--- src/design/ovtp_pkg.sv ---
package ovtp_pkg;

  localparam int STEPS_W = 8;
  localparam int HOLD_W  = 8;
  localparam int SPEED_W = 14;
  localparam int VEL_W   = 15;
  localparam int TICK_W  = 7;
  localparam int PROD_W  = SPEED_W + STEPS_W;
  localparam int DIV_CNT_W = $clog2(PROD_W);
  localparam int CFG_IDX_W = 2;
  localparam int CFG_DATA_W = SPEED_W;

  localparam logic [TICK_W-1:0] RAMP_TICKS = TICK_W'(2);
  localparam logic [TICK_W-1:0] HOLD_TICKS = TICK_W'(10);
  localparam int PAUSE_TICKS_DEF = 100;

  localparam logic [STEPS_W-1:0] RAMP_STEPS_RST   = STEPS_W'(100);
  localparam logic [HOLD_W-1:0]  HOLD_PERIODS_RST = HOLD_W'(100);
  localparam logic [SPEED_W-1:0] TOP_SPEED_RST    = SPEED_W'(5000);

  localparam logic [CFG_IDX_W-1:0] REG_RAMP_STEPS   = CFG_IDX_W'(0);
  localparam logic [CFG_IDX_W-1:0] REG_HOLD_PERIODS = CFG_IDX_W'(1);
  localparam logic [CFG_IDX_W-1:0] REG_TOP_SPEED    = CFG_IDX_W'(2);

  typedef struct packed {
    logic               load;
    logic               step;
    logic               push;
    logic [STEPS_W-1:0] idx;
    logic               neg;
    logic               fin;
  } ovtp_cmd_t;

  typedef struct packed {
    logic out_free;
  } ovtp_status_t;

  function automatic logic [7:0] at_least_one(input logic [7:0] v);
    return (v == 8'd0) ? 8'd1 : v;
  endfunction

endpackage

--- src/design/ovtp_dp.sv ---
module ovtp_dp
  import ovtp_pkg::*;
(
  input  logic                      clk,
  input  logic                      rst,
  input  logic [STEPS_W-1:0]        ramp_steps,
  input  logic [SPEED_W-1:0]        top_speed,
  input  ovtp_cmd_t                 cmd,
  output ovtp_status_t              status,
  output logic                      out_valid,
  input  logic                      out_stall,
  output logic signed [VEL_W-1:0]   velocity,
  output logic                      finished
);

  logic [PROD_W-1:0]  quo;
  logic [STEPS_W-1:0] rem;
  logic [STEPS_W-1:0] dvs;
  logic               neg;
  logic               fin;

  logic [PROD_W-1:0]  prod;
  logic [STEPS_W:0]   rem_sh;
  logic               qbit;
  logic [STEPS_W-1:0] rem_next;
  logic [VEL_W-1:0]   vel_u;
  logic [VEL_W-1:0]   vel;

  assign prod     = PROD_W'(top_speed) * PROD_W'(cmd.idx);
  assign rem_sh   = {rem, quo[PROD_W-1]};
  assign qbit     = rem_sh >= {1'b0, dvs};
  assign rem_next = qbit ? STEPS_W'(rem_sh - {1'b0, dvs}) : rem_sh[STEPS_W-1:0];
  assign vel_u    = {1'b0, quo[SPEED_W-1:0]};
  assign vel      = neg ? (~vel_u + VEL_W'(1)) : vel_u;

  assign status.out_free = !out_valid || !out_stall;

  always_ff @(posedge clk) begin
    if (cmd.load) begin
      quo <= prod;
      rem <= '0;
      dvs <= at_least_one(ramp_steps);
      neg <= cmd.neg;
      fin <= cmd.fin;
    end else if (cmd.step) begin
      quo <= {quo[PROD_W-2:0], qbit};
      rem <= rem_next;
    end
  end

  always_ff @(posedge clk) begin
    if (rst) begin
      out_valid <= 1'b0;
    end else if (cmd.push) begin
      out_valid <= 1'b1;
    end else if (!out_stall) begin
      out_valid <= 1'b0;
    end
  end

  always_ff @(posedge clk) begin
    if (cmd.push) begin
      velocity <= $signed(vel);
      finished <= fin;
    end
  end

endmodule

--- src/design/ovtp_ctrl.sv ---
module ovtp_ctrl
  import ovtp_pkg::*;
#(
  parameter int PAUSE_TICKS = PAUSE_TICKS_DEF
) (
  input  logic               clk,
  input  logic               rst,
  input  logic               in_valid,
  output logic               in_stall,
  input  logic               action,
  input  logic               button_pressed,
  input  logic [STEPS_W-1:0] ramp_steps,
  input  logic [HOLD_W-1:0]  hold_periods,
  output ovtp_cmd_t          cmd,
  input  ovtp_status_t       status
);

  typedef enum logic [2:0] {
    PH_IDLE, PH_UP_F, PH_HOLD_F, PH_DOWN_F, PH_PAUSE, PH_UP_R, PH_HOLD_R, PH_DOWN_R
  } phase_t;

  typedef enum logic [1:0] {S_IDLE, S_DIV, S_OUT} state_t;

  state_t               state;
  logic [DIV_CNT_W-1:0] cnt;
  phase_t               phase, phase_next;
  logic [STEPS_W-1:0]   ramp_index, ramp_index_next;
  logic [HOLD_W-1:0]    hold_count, hold_count_next;
  logic [TICK_W-1:0]    tick_wait, tick_wait_next;

  logic               accept;
  logic               emit;
  logic [STEPS_W-1:0] e_idx;
  logic               e_neg;
  logic               e_fin;

  assign accept   = in_valid && (state == S_IDLE);
  assign in_stall = (state != S_IDLE);

  always_comb begin
    logic [STEPS_W-1:0] a;
    logic [HOLD_W-1:0]  eh;
    logic               bnd;
    logic               abrt;
    logic               down_go;
    logic               rev;
    logic [STEPS_W-1:0] down_src;
    logic [STEPS_W-1:0] i;
    phase_t             cur;

    a        = at_least_one(ramp_steps);
    eh       = at_least_one(hold_periods);
    bnd      = 1'b0;
    abrt     = 1'b0;
    down_go  = 1'b0;
    down_src = ramp_index;
    i        = '0;
    cur      = phase;

    phase_next      = phase;
    ramp_index_next = ramp_index;
    hold_count_next = hold_count;
    tick_wait_next  = tick_wait;
    emit  = 1'b0;
    e_idx = '0;
    e_neg = 1'b0;
    e_fin = 1'b0;

    if (phase == PH_IDLE) begin
      if (action) begin
        bnd             = 1'b1;
        cur             = PH_UP_F;
        phase_next      = PH_UP_F;
        ramp_index_next = '0;
        hold_count_next = '0;
        tick_wait_next  = '0;
        down_src        = '0;
      end
    end else if (!action) begin
      if (tick_wait > TICK_W'(1)) begin
        tick_wait_next = tick_wait - TICK_W'(1);
      end else begin
        tick_wait_next = '0;
        bnd            = 1'b1;
      end
    end

    rev = (cur == PH_UP_R) || (cur == PH_HOLD_R) || (cur == PH_DOWN_R);

    if (bnd) begin
      unique case (cur)
        PH_UP_F, PH_UP_R: begin
          if (button_pressed) begin
            abrt = 1'b1;
          end else begin
            i = (ramp_index_next < a) ? ramp_index_next : a;
            emit  = 1'b1;
            e_idx = i;
            e_neg = rev;
            tick_wait_next = RAMP_TICKS;
            if (i >= a) begin
              phase_next      = rev ? PH_HOLD_R : PH_HOLD_F;
              hold_count_next = '0;
            end else begin
              ramp_index_next = i + STEPS_W'(1);
            end
          end
        end
        PH_HOLD_F, PH_HOLD_R: begin
          if (button_pressed) begin
            abrt = 1'b1;
          end else begin
            if (hold_count == '0) begin
              emit  = 1'b1;
              e_idx = a;
              e_neg = rev;
            end
            if (hold_count < eh) begin
              hold_count_next = hold_count + HOLD_W'(1);
              tick_wait_next  = HOLD_TICKS;
            end else begin
              phase_next = rev ? PH_DOWN_R : PH_DOWN_F;
              down_go    = 1'b1;
              down_src   = a;
            end
          end
        end
        PH_DOWN_F, PH_DOWN_R: begin
          if (button_pressed) begin
            abrt = 1'b1;
          end else begin
            down_go = 1'b1;
          end
        end
        PH_PAUSE: begin
          tick_wait_next  = TICK_W'(PAUSE_TICKS);
          phase_next      = PH_UP_R;
          ramp_index_next = '0;
        end
        default: begin
        end
      endcase

      if (down_go) begin
        i = (down_src < a) ? down_src : a;
        if (i == '0) begin
          i = STEPS_W'(1);
        end
        emit  = 1'b1;
        e_idx = i;
        e_neg = rev;
        tick_wait_next = RAMP_TICKS;
        if (i <= STEPS_W'(1)) begin
          phase_next      = rev ? PH_UP_F : PH_PAUSE;
          ramp_index_next = '0;
        end else begin
          ramp_index_next = i - STEPS_W'(1);
        end
      end

      if (abrt) begin
        phase_next      = PH_IDLE;
        ramp_index_next = '0;
        hold_count_next = '0;
        tick_wait_next  = '0;
        emit  = 1'b1;
        e_idx = '0;
        e_neg = 1'b0;
        e_fin = 1'b1;
      end
    end
  end

  always_comb begin
    cmd      = '0;
    cmd.idx  = e_idx;
    cmd.neg  = e_neg;
    cmd.fin  = e_fin;
    cmd.load = accept && emit;
    cmd.step = (state == S_DIV);
    cmd.push = (state == S_OUT) && status.out_free;
  end

  always_ff @(posedge clk) begin
    if (rst) begin
      state      <= S_IDLE;
      cnt        <= '0;
      phase      <= PH_IDLE;
      ramp_index <= '0;
      hold_count <= '0;
      tick_wait  <= '0;
    end else begin
      unique case (state)
        S_IDLE: begin
          if (accept) begin
            phase      <= phase_next;
            ramp_index <= ramp_index_next;
            hold_count <= hold_count_next;
            tick_wait  <= tick_wait_next;
            if (emit) begin
              state <= S_DIV;
              cnt   <= '0;
            end
          end
        end
        S_DIV: begin
          cnt <= cnt + DIV_CNT_W'(1);
          if (cnt == DIV_CNT_W'(PROD_W - 1)) begin
            state <= S_OUT;
          end
        end
        S_OUT: begin
          if (status.out_free) begin
            state <= S_IDLE;
          end
        end
        default: begin
          state <= S_IDLE;
        end
      endcase
    end
  end

endmodule

--- src/design/oscillating_trapezoid_velocity_profile_unit.sv ---
// A beat with a result is loaded into the bit-serial divider for top_speed*i/ramp_steps,
// divided one quotient bit per step, and pushed once the output register is free; the
// input stalls until that push. Ticks with no result: one item per cycle.
// Reset: synchronous, clears the profile state to idle and loads the register defaults
// (ramp_steps 100, hold_periods 100, top_speed 5000); no output beat is pending.
module oscillating_trapezoid_velocity_profile_unit
  import ovtp_pkg::*;
#(
  parameter int PAUSE_TICKS = PAUSE_TICKS_DEF
) (
  input  logic                    clk,
  input  logic                    rst,
  input  logic                    wr_en,
  input  logic [CFG_IDX_W-1:0]    wr_index,
  input  logic [CFG_DATA_W-1:0]   wr_data,
  input  logic                    in_valid,
  output logic                    in_stall,
  input  logic                    action,
  input  logic                    button_pressed,
  output logic                    out_valid,
  input  logic                    out_stall,
  output logic signed [VEL_W-1:0] velocity,
  output logic                    finished
);

  logic [STEPS_W-1:0] ramp_steps;
  logic [HOLD_W-1:0]  hold_periods;
  logic [SPEED_W-1:0] top_speed;
  ovtp_cmd_t          cmd;
  ovtp_status_t       status;

  always_ff @(posedge clk) begin
    if (rst) begin
      ramp_steps   <= RAMP_STEPS_RST;
      hold_periods <= HOLD_PERIODS_RST;
      top_speed    <= TOP_SPEED_RST;
    end else if (wr_en) begin
      unique case (wr_index)
        REG_RAMP_STEPS:   ramp_steps   <= wr_data[STEPS_W-1:0];
        REG_HOLD_PERIODS: hold_periods <= wr_data[HOLD_W-1:0];
        REG_TOP_SPEED:    top_speed    <= wr_data[SPEED_W-1:0];
        default: begin
        end
      endcase
    end
  end

  ovtp_ctrl #(
    .PAUSE_TICKS(PAUSE_TICKS)
  ) u_ctrl (
    .clk(clk),
    .rst(rst),
    .in_valid(in_valid),
    .in_stall(in_stall),
    .action(action),
    .button_pressed(button_pressed),
    .ramp_steps(ramp_steps),
    .hold_periods(hold_periods),
    .cmd(cmd),
    .status(status)
  );

  ovtp_dp u_dp (
    .clk(clk),
    .rst(rst),
    .ramp_steps(ramp_steps),
    .top_speed(top_speed),
    .cmd(cmd),
    .status(status),
    .out_valid(out_valid),
    .out_stall(out_stall),
    .velocity(velocity),
    .finished(finished)
  );

  a_abort_zero: assert property (@(posedge clk) disable iff (rst)
    out_valid && finished |-> velocity == '0)
    else $error("abort beat with nonzero velocity");

  a_load_stalls: assert property (@(posedge clk) disable iff (rst)
    cmd.load |=> in_stall)
    else $error("input not stalled while dividing");

  a_no_overwrite: assert property (@(posedge clk) disable iff (rst)
    cmd.push |-> !(out_valid && out_stall))
    else $error("held output beat overwritten");

endmodule

--- config.mk ---
export PLATFORM = sky130hd
export DESIGN_NAME = oscillating_trapezoid_velocity_profile_unit
export DESIGN_NICKNAME = d
export VERILOG_FILES = /design/src/design/ovtp_pkg.sv /design/src/design/ovtp_dp.sv /design/src/design/ovtp_ctrl.sv /design/src/design/oscillating_trapezoid_velocity_profile_unit.sv
export SDC_FILE = /design/constraint.sdc
export NUM_CORES = 1
export LEC_CHECK = 0
export BUFFER_PORTS_ARGS = -buffer_cell sky130_fd_sc_hd__buf_2
export CAP_MARGIN = 10
export CORE_ASPECT_RATIO = 0.6
export CORE_MARGIN = 4
export CORE_UTILIZATION = 48
export DETAILED_ROUTE_END_ITERATION = 16
export GPL_ROUTABILITY_DRIVEN = 1
export PLACE_DENSITY_LB_ADDON = 0.2
export SETUP_SLACK_MARGIN = 0.02
export SYNTH_ARGS = -nofsm -noshare
export SYNTH_HDL_FRONTEND = slang
export SYNTH_SLANG_ARGS = --single-unit
--- constraint.sdc ---
create_clock -name clk -period 12 [get_ports clk]
set_input_delay 1.2 -clock clk [delete_from_list [all_inputs] [get_ports clk]]
set_output_delay 1.2 -clock clk [all_outputs]
set_load 0.005 [all_outputs]
# Word-level counts from Yosys, hierarchy flattened
# Index checks and enable logic that the tools add are counted.
# classes
addsub	7
mul	1
div	0
magnitude_cmp	7
n_eq_ne	17
n_shift	0
mux	99
bitwise_logic	2
n_reduce_logical	29
# ops
cell	n
$mux W8	34
$mux W7	10
$pmux W8 S2	3
$mux W22	2
$mux W3	13
$logic_not A8 Y1	4
$lt A8 B8 Y1	3
$mux W1	23
$mul A14 B8 Y22	1
$pmux W7 S3	1
$add A8 B1 Y8 const B	2
$add A15 B1 Y15 const B	1
$not A14 Y15	1
$mux W14	1
$eq A3 B3 Y1 const B	4
$mux W5	2
$ne A2 B1 Y1 const B	5
$pmux W5 S2	1
$ge A9 B8 Y1	1
$pmux W3 S3	1
$ge A8 B8 Y1	1
$le A8 B1 Y1 const B	1
$mux W2	4
$reduce_and A2 Y1	4
other kinds (23)	39
# totals
ff_bits	120
latch_bits	0
ram_bits	0
romBits	0
in_bits	23
word_cells	180
mem_count	0

# Depth between registers and ports, before layout
# Gate-level depths: netlist of the first run.
# depth
ltp_word	18
depth_mapped	44
mapped_depth_nobuf	38

# Hierarchy
# From an unflattened synthesis of the first run, not the netlist that was laid out.
# hier_totals
hier_cells	1413
hier_area_um2	12012.8
# by_module_without_submodules
mod	instances	cells_per_inst	area_per_inst_um2	seq_area_each_um2
ovtp_dp	1	675	6487.5	1621.6
ovtp_ctrl	1	615	4265.3	660.6
oscillating_trapezoid_velocity_profile_unit	1	123	1260.0	600.6

# Worst setup path before layout of the first run
# No wires, ideal clock.
# synth_timing
path_type	input -> register
startpoint	in action
endpoint	reg u_dp.quo[21], data pin
setup_time_ns	0.268
t_arrival_ns	10.235
setup_slack_ns	1.496
path_stages	42
path_buffers	7
path_cell_list	or4b_1 -> buf_2 -> clkbuf_1 -> nand2b_1 -> inv_1 -> ha_1 -> clkbuf_1 -> nor2b_1 -> a2bb2oi_1 -> nand2_1 -> clkbuf_1 -> nand2_1 -> o21ai_0 -> ha_1 -> a211oi_1 -> o211ai_1 -> o32ai_2 -> nand3_2 -> (+6 left out) -> fa_1 -> inv_1 -> fa_1 -> inv_1 -> fa_1 -> inv_1 -> fa_1 -> inv_1 -> ha_1 -> o21a_1 -> o31a_1 -> o41a_1 -> a2111oi_0 -> o31ai_1 -> or4_1 -> a31oi_1 -> xnor2_1 -> o21ai_0
# synth_between
elab_chain_cells	17
word_cells_on_any_way	45
cone_classes	1 x mul; 2 x order compare; 6 x eq/ne; 30 x mux; 6 x reduce/logical
# synth_rtl
item	line_no	source
start: declaration	oscillating_trapezoid_velocity_profile_unit.sv:18	input logic action,
$mux W3 or $mux W8 (tied branches)	ovtp_ctrl.sv:70	if (action) begin
$mux W3 or $mux W8 (tied branches)	ovtp_ctrl.sv:69	if (phase == PH_IDLE) begin
$eq A3 B2 Y1, or another cell as far along	ovtp_ctrl.sv:91	unique case (cur)
$reduce_or A2 Y1 or $mux W8 (tied branches)	ovtp_ctrl.sv:91, ovtp_ctrl.sv:110	
$mux W8	ovtp_ctrl.sv:91	
$mux W8	ovtp_ctrl.sv:90	if (bnd) begin
$lt A8 B8 Y1	ovtp_ctrl.sv:145	i = (down_src < a) ? down_src : a;
$mux W8	ovtp_ctrl.sv:145	
$logic_not A8 Y1	ovtp_ctrl.sv:146	if (i == '0) begin
$mux W8	ovtp_ctrl.sv:146	
$mux W8	ovtp_ctrl.sv:144	if (down_go) begin
$mux W8	ovtp_ctrl.sv:90	
$mux W8	ovtp_ctrl.sv:144	
$mux W8	ovtp_ctrl.sv:161	if (abrt) begin
$mux W8	ovtp_ctrl.sv:90	
$mul A14 B8 Y22	ovtp_dp.sv:29	assign prod = PROD_W'(top_speed) * PROD_W'(cmd.idx);
$mux W22 *	ovtp_dp.sv:39	if (cmd.load) begin
end signal: assignment	ovtp_dp.sv:40	quo <= prod;
end signal: assignment	ovtp_dp.sv:46	quo <= {quo[PROD_W-2:0], qbit};
end: declaration	ovtp_dp.sv:16	logic [PROD_W-1:0] quo;
# Mark *: on every way between the ends. The rest lies on a longest branch, timed or not. The select of a mux whose other input is x is not followed.
# A chain may end at the register's enable or synchronous reset.

# Final worst setup path of the first run
# Ends and elaborated chain as after synthesis.

==> impl_metrics.tcl, run 1 <==
set metrics [dict create \
    async_reset_ff_share_pct 0 \
    syn_area_um2 11100 \
    cts_hold_buf 0 \
    start_util_pct 49.5 \
    worst_slew_pin_slew_ns 1.17 \
    crit_type "input pin to register" \
    cts_buffers 17 \
    clock_latency_ns 0.45 \
    maxCapViolations 0 \
    finalSetupViolations 0 \
    num_rows 42 \
    p_comb_share_pct 19.0 \
    synthTopCellsByCount "nor2_1, nand2_1, inv_1" \
    antenna_found_initial 0 \
    crit_top_cell "inv_1" \
    max_freq_mhz 90.8 \
    grt_max_degree 48 \
    swShare_pct 30.4 \
    hold_violations 0 \
    vias 9583 \
    synth_cell_type_count 78 \
    synth_cells 1347 \
    fill_cells 2122 \
    h-tree-depth 4 \
    drtIter0Drc 865 \
    clk_pin_slew_ns 0.06 \
    stdcell_count 1673 \
    holdCritPathClass "register to register" \
    die-area_um2 25600 \
    crit_path_max_fanout 20 \
    synth.avg_cell_area_um2 8.20 \
    io_buffer_count 40 \
    status "finished clean" \
    post_cts.repair.setup_buffers 0 \
    place_congestion 0.968 \
    via_per_inst 5.73 \
    io-pin-count 41 \
    cts-root-buf "clkbuf_16" \
    end_kind "register" \
    hold_ws_ns 0.460 \
    rsz0062_at_grt "false" \
    core-area_um2 22300 \
    area_growth_pct 9.20 \
    totalWireLength_um 29200 \
    start_kind "input pin" \
    synth_most_common_cell "nor2_1" \
    hpwl_um 22500 \
    overflow 0 \
    yosys_warnings 0 \
    ys_seq_area_share_pct 26.1 \
    leakagePower_nw 5.41 \
    gr-usage-all-layers_pct 23.3 \
    dp_cells 1641 \
    synth_edf_count 48 \
    cpMaxStageDelayCell "a2111oi_1" \
    slew_violations 0 \
    tns_ns 0 \
    drive_gt1_share_pct 8.86 \
    fin_crit_ns 11.01 \
    grt_pass1_wl_um 47800 \
    cp_slowest_stage_delay_ns 0.62 \
    period_share_pct 91.7 \
    nNetsFinal 1543 \
    peakVddDrop_mv 0.110 \
    critPathRequiredTime_ns 12.17 \
    synth_top_area_share_pct 13.2 \
    net-switching-power_w 0.000381 \
    cts_tree "done" \
    synth-main-ff-cell "dfxtp_1" \
    wl_per_cell_um 17.4 \
    fin_skew_ns 0.0138 \
    drc 0 \
    clkSinkCount 120 \
    cts_buffer_depth 2 \
    ys_top_cells_by_area "fa_1, dfxtp_1, edfxtp_1" \
    die_w_um 204 \
    share_clk_of_total_power_pct 41.9 \
    seq_power_share_pct 39.1 \
    drtPass1Iterations 5 \
    ys_ff_latch 120 \
    final_antenna_net_count 0 \
    internal_power_w 0.000871 \
    die_h_um 126 \
    arrival_ns 11.18 \
    relSlewSlack_pct 21.9 \
    grt_pass1_vias 8930 \
    diodes 0 \
    yosys.area.top_type "fa_1" \
    power.density_nw_per_um2 104 \
    syn-num-nets 1538 \
]
[worst max-delay path: cells and delay by family]
| kind | cells | cell delay, ns |
|---|---|---|
| AOI/OAI and AO/OA | 13 | 3.78 |
| adders and majority gates | 7 | 2.92 |
| and+or+nand+nor | 7 | 2.21 |
| buffers and inverters | 6 | 0.49 |
| muxes | 1 | 0.40 |
| xor gates and xnor gates | 1 | 0.13 |
[per-layer routing]
layer	track usage [%]	share of wire (%)	vias to the layer above
met5	0	0	-
met2	29.8	37	397
met1	37.2	51	4554
li1	-	-	4595
met3	7.19	10	37
met4	5.67	1.4	0
[layout by cell type, fill, tap and decap left out, drive strengths merged, types with 18 or more instances in the layout]
cell,Yosys,layout
nor2,178,178
inv,148,152
nand2,151,151
ha,95,95
o21ai,94,94
fa,73,73
dfxtp,72,72
a21oi,64,64
buf,11,53
edfxtp,48,48
nand3,36,36
xnor2,27,27
mux2i,21,21
or2,21,21
xor2,20,20
clkbuf,56,19
nor3,18,18
[stage by stage]
step / setup slack, ns / utilization [%] / total power, W / area, um^2
2_1_floorplan: 1.50 / - / 0.000667 / 11100
3_3_place_gp: 0.795 / 51.4 / 0.000728 / 11500
3_5_place_dp: 0.526 / 51.4 / 0.000731 / 11500
4_1_cts: 0.962 / 54.0 / 0.00126 / 12100
5_1_grt: 0.236 / 54.0 / 0.00131 / 12100
6_report: 0.993 / 54.0 / 0.00125 / 12100
[what timing repair did]
| action | CTS | global route |
|---|---|---|
| hold endpoints to repair | 0 | 0 |
| gates resized for setup | 0 | 1 |
| setup endpoints to repair | 0 | 1 |
[area by class of cell]
class	instances	area, um^2	share of cell area, %
Multi-Input combinational cell	1010	7340	60.9
Sequential cell	120	2880	23.9
Inverter	150	563	4.67
Clock buffer	19	453	3.75
Tap cell	308	385	3.19
Timing Repair Buffer	53	298	2.47
Clock inverter	13	143	1.18
[registers in the layout (all words and copies together), names as in the netlist, 2 cells and up]
signal and cells:
u_dp.quo 22, u_dp.velocity 15, top_speed 14, hold_periods 8, ramp_steps 8, u_ctrl.hold_count 8
u_ctrl.ramp_index 8, u_dp.dvs 8, u_dp.rem 8, u_ctrl.tick_wait 7, u_ctrl.cnt 5, u_ctrl.phase 3
u_ctrl.state 2
[path summary, 6_finish.rpt]
check	start	end	slack [ns]	depth (start not counted)
min	u_dp.fin$_SDFFCE_PN0P_	u_dp.finished$_DFFE_PP_	0.46	0
max reg2reg	u_ctrl.phase[1]$_SDFFE_PP0P_	u_dp.quo[21]$_DFFE_PP_	1.50	34
max	action	u_dp.quo[21]$_DFFE_PP_	0.99	35
min reg2reg	u_dp.fin$_SDFFCE_PN0P_	u_dp.finished$_DFFE_PP_	0.46	0
[kinds of logic after synthesis]
| kind of cell | count (synthesis) | share of synthesized area (%) |
|---|---|---|
| AO/OA/AOI/OAI | 280 | 16.0 |
| XOR/XNOR | 47 | 3.72 |
| AND/OR/NAND/NOR | 484 | 19.8 |
| buffers and inverters | 217 | 7.52 |
| adder cells (fa/ha/maj) | 168 | 24.0 |
| flip-flops | 120 | 26.1 |
| multiplexers | 31 | 2.95 |
[power by group through the flow]
stage | combinational [W] | sequential [W] | clock, W
floorplan | 0.000184 | 0.000484 | 0
global placement | 0.000233 | 0.000495 | 0
detailed placement | 0.000236 | 0.000496 | 0
CTS | 0.000236 | 0.000487 | 0.000534
global route | 0.000266 | 0.000492 | 0.000554
finish | 0.000238 | 0.000489 | 0.000524
(Power assumes the default switching activity.)
==> inputs of run 2 (changes only) <==
Settings changed: BUFFER_PORTS_ARGS -buffer_cell sky130_fd_sc_hd__buf_2 to -buffer_cell sky130_fd_sc_hd__buf_4, RECOVER_POWER set to 50.
==> run 2 against run 1 <==
  * Setup slack lost 0.16 ns
  * Clock skew shrank 0.0024 ns
  * Global-route usage grew 0.27 points
  * Critical path type unchanged
  * Sequential power is essentially flat
  * The run now ends with max-capacitance violations, max-slew violations left
==> impl_metrics.tcl, run 2 (synthesis gave the netlist of run 1 again) <==
set metrics [dict create \
    via_per_inst 5.73 \
    totalWireLength_um 29000 \
    core-area_um2 22300 \
    crit_top_cell "inv_1" \
    final_antenna_net_count 0 \
    drtPass1Iterations 5 \
    leakagePower_nw 5.44 \
    drtIter0Drc 926 \
    antenna_found_initial 0 \
    area_growth_pct 10.3 \
    peakVddDrop_mv 0.0954 \
    cts_tree "done" \
    cts_resized 0 \
    drive_gt1_share_pct 8.35 \
    hold_ws_ns 0.454 \
    place_congestion 0.933 \
    fin_crit_ns 11.17 \
    whs_path_depth 0 \
    io-pin-count 41 \
    crit_type "input pin to register" \
    diodes 0 \
    final_core_util_pct 54.6 \
    gr-usage-all-layers_pct 23.5 \
    reg2reg_depth 36 \
    slew_violations 43 \
    vias 9588 \
    relSlewSlack_pct -42.7 \
    holdCritPathClass "register to register" \
    final_cell_mix "nor2_1, nand2_1, inv_1" \
    cts_buffers 17 \
    clock_latency_ns 0.45 \
    crit_path_max_fanout 20 \
    cp_slowest_stage_delay_ns 0.66 \
    top_register "u_dp.quo" \
    status "finished, violations left" \
    start_kind "input pin" \
    die_h_um 126 \
    total_power_w 0.00130 \
    grt_pass1_wl_um 48300 \
    die_w_um 204 \
    stdcell_count 1673 \
    nNetsFinal 1543 \
    finalSetupViolations 0 \
    die-area_um2 25600 \
    period_share_pct 93.1 \
    drc 0 \
    power.density_nw_per_um2 106 \
    num_rows 42 \
    cpMaxStageDelayCell "a2111oi_1" \
    rsz0062_at_grt "false" \
    start_util_pct 49.5 \
    reg_top3 "u_dp.quo x22, u_dp.velocity x15, top_speed x14" \
    maxCapViolations 1 \
    h-tree-depth 4 \
    grt_max_degree 48 \
    cts-root-buf "clkbuf_16" \
    arrival_ns 11.35 \
    hpwl_um 22300 \
    clkSinkCount 120 \
    cts_buffer_depth 2 \
    worst_slew_pin_slew_ns 2.14 \
    cts_hold_buf 0 \
    wl_per_cell_um 17.3 \
    hold_violations 0 \
    io_buffer_count 40 \
    dp_cells 1641 \
    post_cts.repair.setup_buffers 0 \
    overflow 0 \
    final_common_cell "nor2_1" \
    critPathRequiredTime_ns 12.18 \
    end_kind "register" \
    violations "max-capacitance violations, max-slew violations" \
    grt_pass1_vias 8901 \
    fin_skew_ns 0.0114 \
    max_freq_mhz 89.5 \
    largest_reg_flops 22 \
    clk_pin_slew_ns 0.06 \
    tns_ns 0 \
]
==> run 2: changes by cell type in the layout (fill, tap and decap cells not counted) <==
cell and delta:
buf_2 -40, clkinv_1 -1, clkbuf_8 -2, clkbuf_4 +18
clkbuf_1 +8, buf_4 +15, clkinv_4 -1, clkbuf_16 +1
bufinv_16 +2
==> run 2: cell type report <==
type	count	area (um^2)
clock buffers	19	454
multi-input cells	1010	7340
well taps	308	385
flip-flops and latches	120	2880
fillers	2074	10100
inverters	150	563
repair buffers	53	372
clock inverters	13	190
==> run 2: power breakdown <==
| part | internal, W | switching [W] | total, W |
|---|---|---|---|
| sequential | 0.000460 | 0.0000262 | 0.000487 |
| clock | 0.000362 | 0.000207 | 0.000569 |
| combinational | 0.0000941 | 0.000147 | 0.000241 |
==> run 2: final timing paths <==
check,from,endpoint,slack [ns]
hold / removal,u_dp.fin$_SDFFCE_PN0P_,u_dp.finished$_DFFE_PP_,0.45
setup reg to reg,u_ctrl.phase[1]$_SDFFE_PP0P_,u_dp.quo[21]$_DFFE_PP_,1.28
hold reg to reg,u_dp.fin$_SDFFCE_PN0P_,u_dp.finished$_DFFE_PP_,0.45
setup / recovery,action,u_dp.quo[21]$_DFFE_PP_,0.83
==> run 2: worst max-delay path: cells and delay by family <==
| kind | cells | cell delay, ns |
|---|---|---|
| buffers and inverters | 7 | 0.64 |
| XOR/XNOR | 1 | 0.13 |
| AND/OR/NAND/NOR | 8 | 2.36 |
| adder cells (fa/ha/maj) | 7 | 3.05 |
| AO/OA/AOI/OAI | 14 | 3.94 |
==> run 2: through the flow <==
step	worst slack, ns	area (um^2)
after floorplan	1.50	11100
after global placement	0.715	11600
after detailed placement	0.368	11600
after CTS	0.813	12200
after global routing	0.172	12200
final	0.832	12200
==> run 2: per-layer routing <==
metal	vias up	routed length [um]	share of wire [%]	GRT usage [%]
met5	-	0	0	0
met2	379	10700	37	29.5
li1	4597	-	-	-
met4	0	380	1.3	5.83
met1	4576	15100	52	38.8
met3	36	2800	9.7	6.16
==> inputs of run 3 (changes only) <==
Settings changed: CELL_PAD_IN_SITES_DETAIL_PLACEMENT set to 0, CELL_PAD_IN_SITES_GLOBAL_PLACEMENT set to 1, CORE_MARGIN 4 to unset.
==> run 3 against run 2 <==
  * The run still ends with max-capacitance violations, max-slew violations left
  * Final cell count down 0.12%
  * Critical path depth down 4
  * Sequential share of layout area up 0.25 points
  * Global-route usage up 3.1 points
  * Fmax down 0.38%
  * Critical endpoint unchanged
  * Flip-flop and latch count unchanged
  * Hold slack better by 0.0012 ns
==> impl_metrics.tcl, run 3 (synthesis gave the netlist of run 1 again) <==
set metrics [dict create \
    slew_violations 43 \
    num_rows 42 \
    grt_max_degree 48 \
    post_cts.repair.setup_buffers 0 \
    leakagePower_nw 5.38 \
    vias 9396 \
    clkSinkCount 120 \
    hold_violations 0 \
    worst_slew_pin_slew_ns 2.32 \
    final_common_cell "nor2_1" \
    crit_type "input pin to register" \
    io-pin-count 41 \
    holdCritPathClass "register to register" \
    end_kind "register" \
    relSlewSlack_pct -54.5 \
    place_congestion 0.949 \
    top_register "u_dp.quo" \
    final_cell_mix "nor2_1, nand2_1, inv_1" \
    io_buffer_count 40 \
    tns_ns 0 \
    peakVddDrop_mv 0.0875 \
    final_antenna_net_count 0 \
    gr-usage-all-layers_pct 26.6 \
    diodes 0 \
    wl_per_cell_um 17.6 \
    cts-root-buf "clkbuf_16" \
    cts_hold_buf 0 \
    drtIter0Drc 864 \
    grt_pass1_vias 8623 \
    area_growth_pct 9.16 \
    cts_resized 0 \
    antenna_found_initial 0 \
    clk_pin_slew_ns 0.06 \
    die_w_um 198 \
    critPathRequiredTime_ns 12.16 \
    finalSetupViolations 0 \
    start_util_pct 49.5 \
    stdcell_count 1671 \
    start_kind "input pin" \
    cts_buffer_depth 2 \
    cp_slowest_stage_delay_ns 0.99 \
    crit_path_max_fanout 20 \
    max_freq_mhz 89.2 \
    dp_cells 1639 \
    die_h_um 120 \
    totalWireLength_um 29500 \
    period_share_pct 93.4 \
    via_per_inst 5.62 \
    hold_ws_ns 0.455 \
    overflow 0 \
    rsz0062_at_grt "false" \
    drive_gt1_share_pct 8.00 \
    status "finished, violations left" \
    core-area_um2 22300 \
    h-tree-depth 4 \
    cts_buffers 17 \
    maxCapViolations 1 \
    total_power_w 0.00121 \
    cts_tree "done" \
    drc 0 \
    clock_latency_ns 0.45 \
    violations "max-capacitance violations, max-slew violations" \
    grt_pass1_wl_um 48200 \
    die-area_um2 23700 \
    arrival_ns 11.37 \
    power.density_nw_per_um2 99.9 \
    largest_reg_flops 22 \
    hpwl_um 22800 \
    drtPass1Iterations 5 \
    reg_top3 "u_dp.quo x22, u_dp.velocity x15, top_speed x14" \
    cpMaxStageDelayCell "o22ai_1" \
    nNetsFinal 1541 \
    fin_skew_ns 0.0129 \
    fin_crit_ns 11.21 \
]
[run 3: cell types whose count changed in the layout (fill, tap and decap cells not counted), moves of 2 or more]
cell	previous run	this run
bufinv_16	4	0
clkbuf_1	8	11
clkbuf_8	0	3
inv_6	3	0
clkinv_2	1	3
[run 3: final timing paths]
kind | end | from | slack (ns) | depth (start not counted)
setup / recovery | u_dp.quo[21]$_DFFE_PP_ | action | 0.79 | 33
hold / removal | top_speed[13]$_SDFFE_PP0P_ | top_speed[13]$_SDFFE_PP0P_ | 0.46 | 2
setup reg to reg | u_dp.quo[21]$_DFFE_PP_ | u_ctrl.phase[1]$_SDFFE_PP0P_ | 1.24 | 32
hold reg to reg | top_speed[13]$_SDFFE_PP0P_ | top_speed[13]$_SDFFE_PP0P_ | 0.46 | 2
[run 3: where the power goes]
part,internal [W],total [W],switching [W]
clock network,0.000279,0.000477,0.000198
logic,0.0000938,0.000241,0.000147
registers,0.000461,0.000488,0.0000270
total,0.000834,0.00121,0.000372
[run 3: routing by layer]
layer / vias to the layer above / routed length, um / global-route usage (%)
met3: 33 / 2300 / 6.63
met5: - / 0 / 0
li1: 4590 / - / -
met1: 4474 / 16100 / 43.4
met4: 0 / 385 / 6.98
met2: 299 / 10700 / 33.4
[run 3: critical path, delay by kind of cell]
family / cells / cell delay [ns]
AO/OA/AOI/OAI: 13 / 4.06
XOR/XNOR: 1 / 0.14
adder cells (fa/ha/maj): 6 / 2.28
buffers and inverters: 4 / 0.51
multiplexers: 2 / 0.82
AND/OR/NAND/NOR: 7 / 2.31
[run 3: final cells by class]
cell class	instances	area, um^2
well taps	308	385
multi-input cells	1010	7340
flip-flops and latches	120	2880
fillers	2156	10300
inverters	150	563
clock buffers	25	485
repair buffers	51	360
clock inverters	7	46.3
[run 3: stage by stage]
step / setup slack, ns / instance area (um^2) / util [%]
floorplan: 1.50 / 11100 / -
global placement: 0.650 / 11600 / 51.7
detailed placement: 0.253 / 11600 / 51.7
CTS: 0.681 / 12100 / 54.1
global route: 0.101 / 12100 / 54.0
finish: 0.789 / 12100 / 54.0
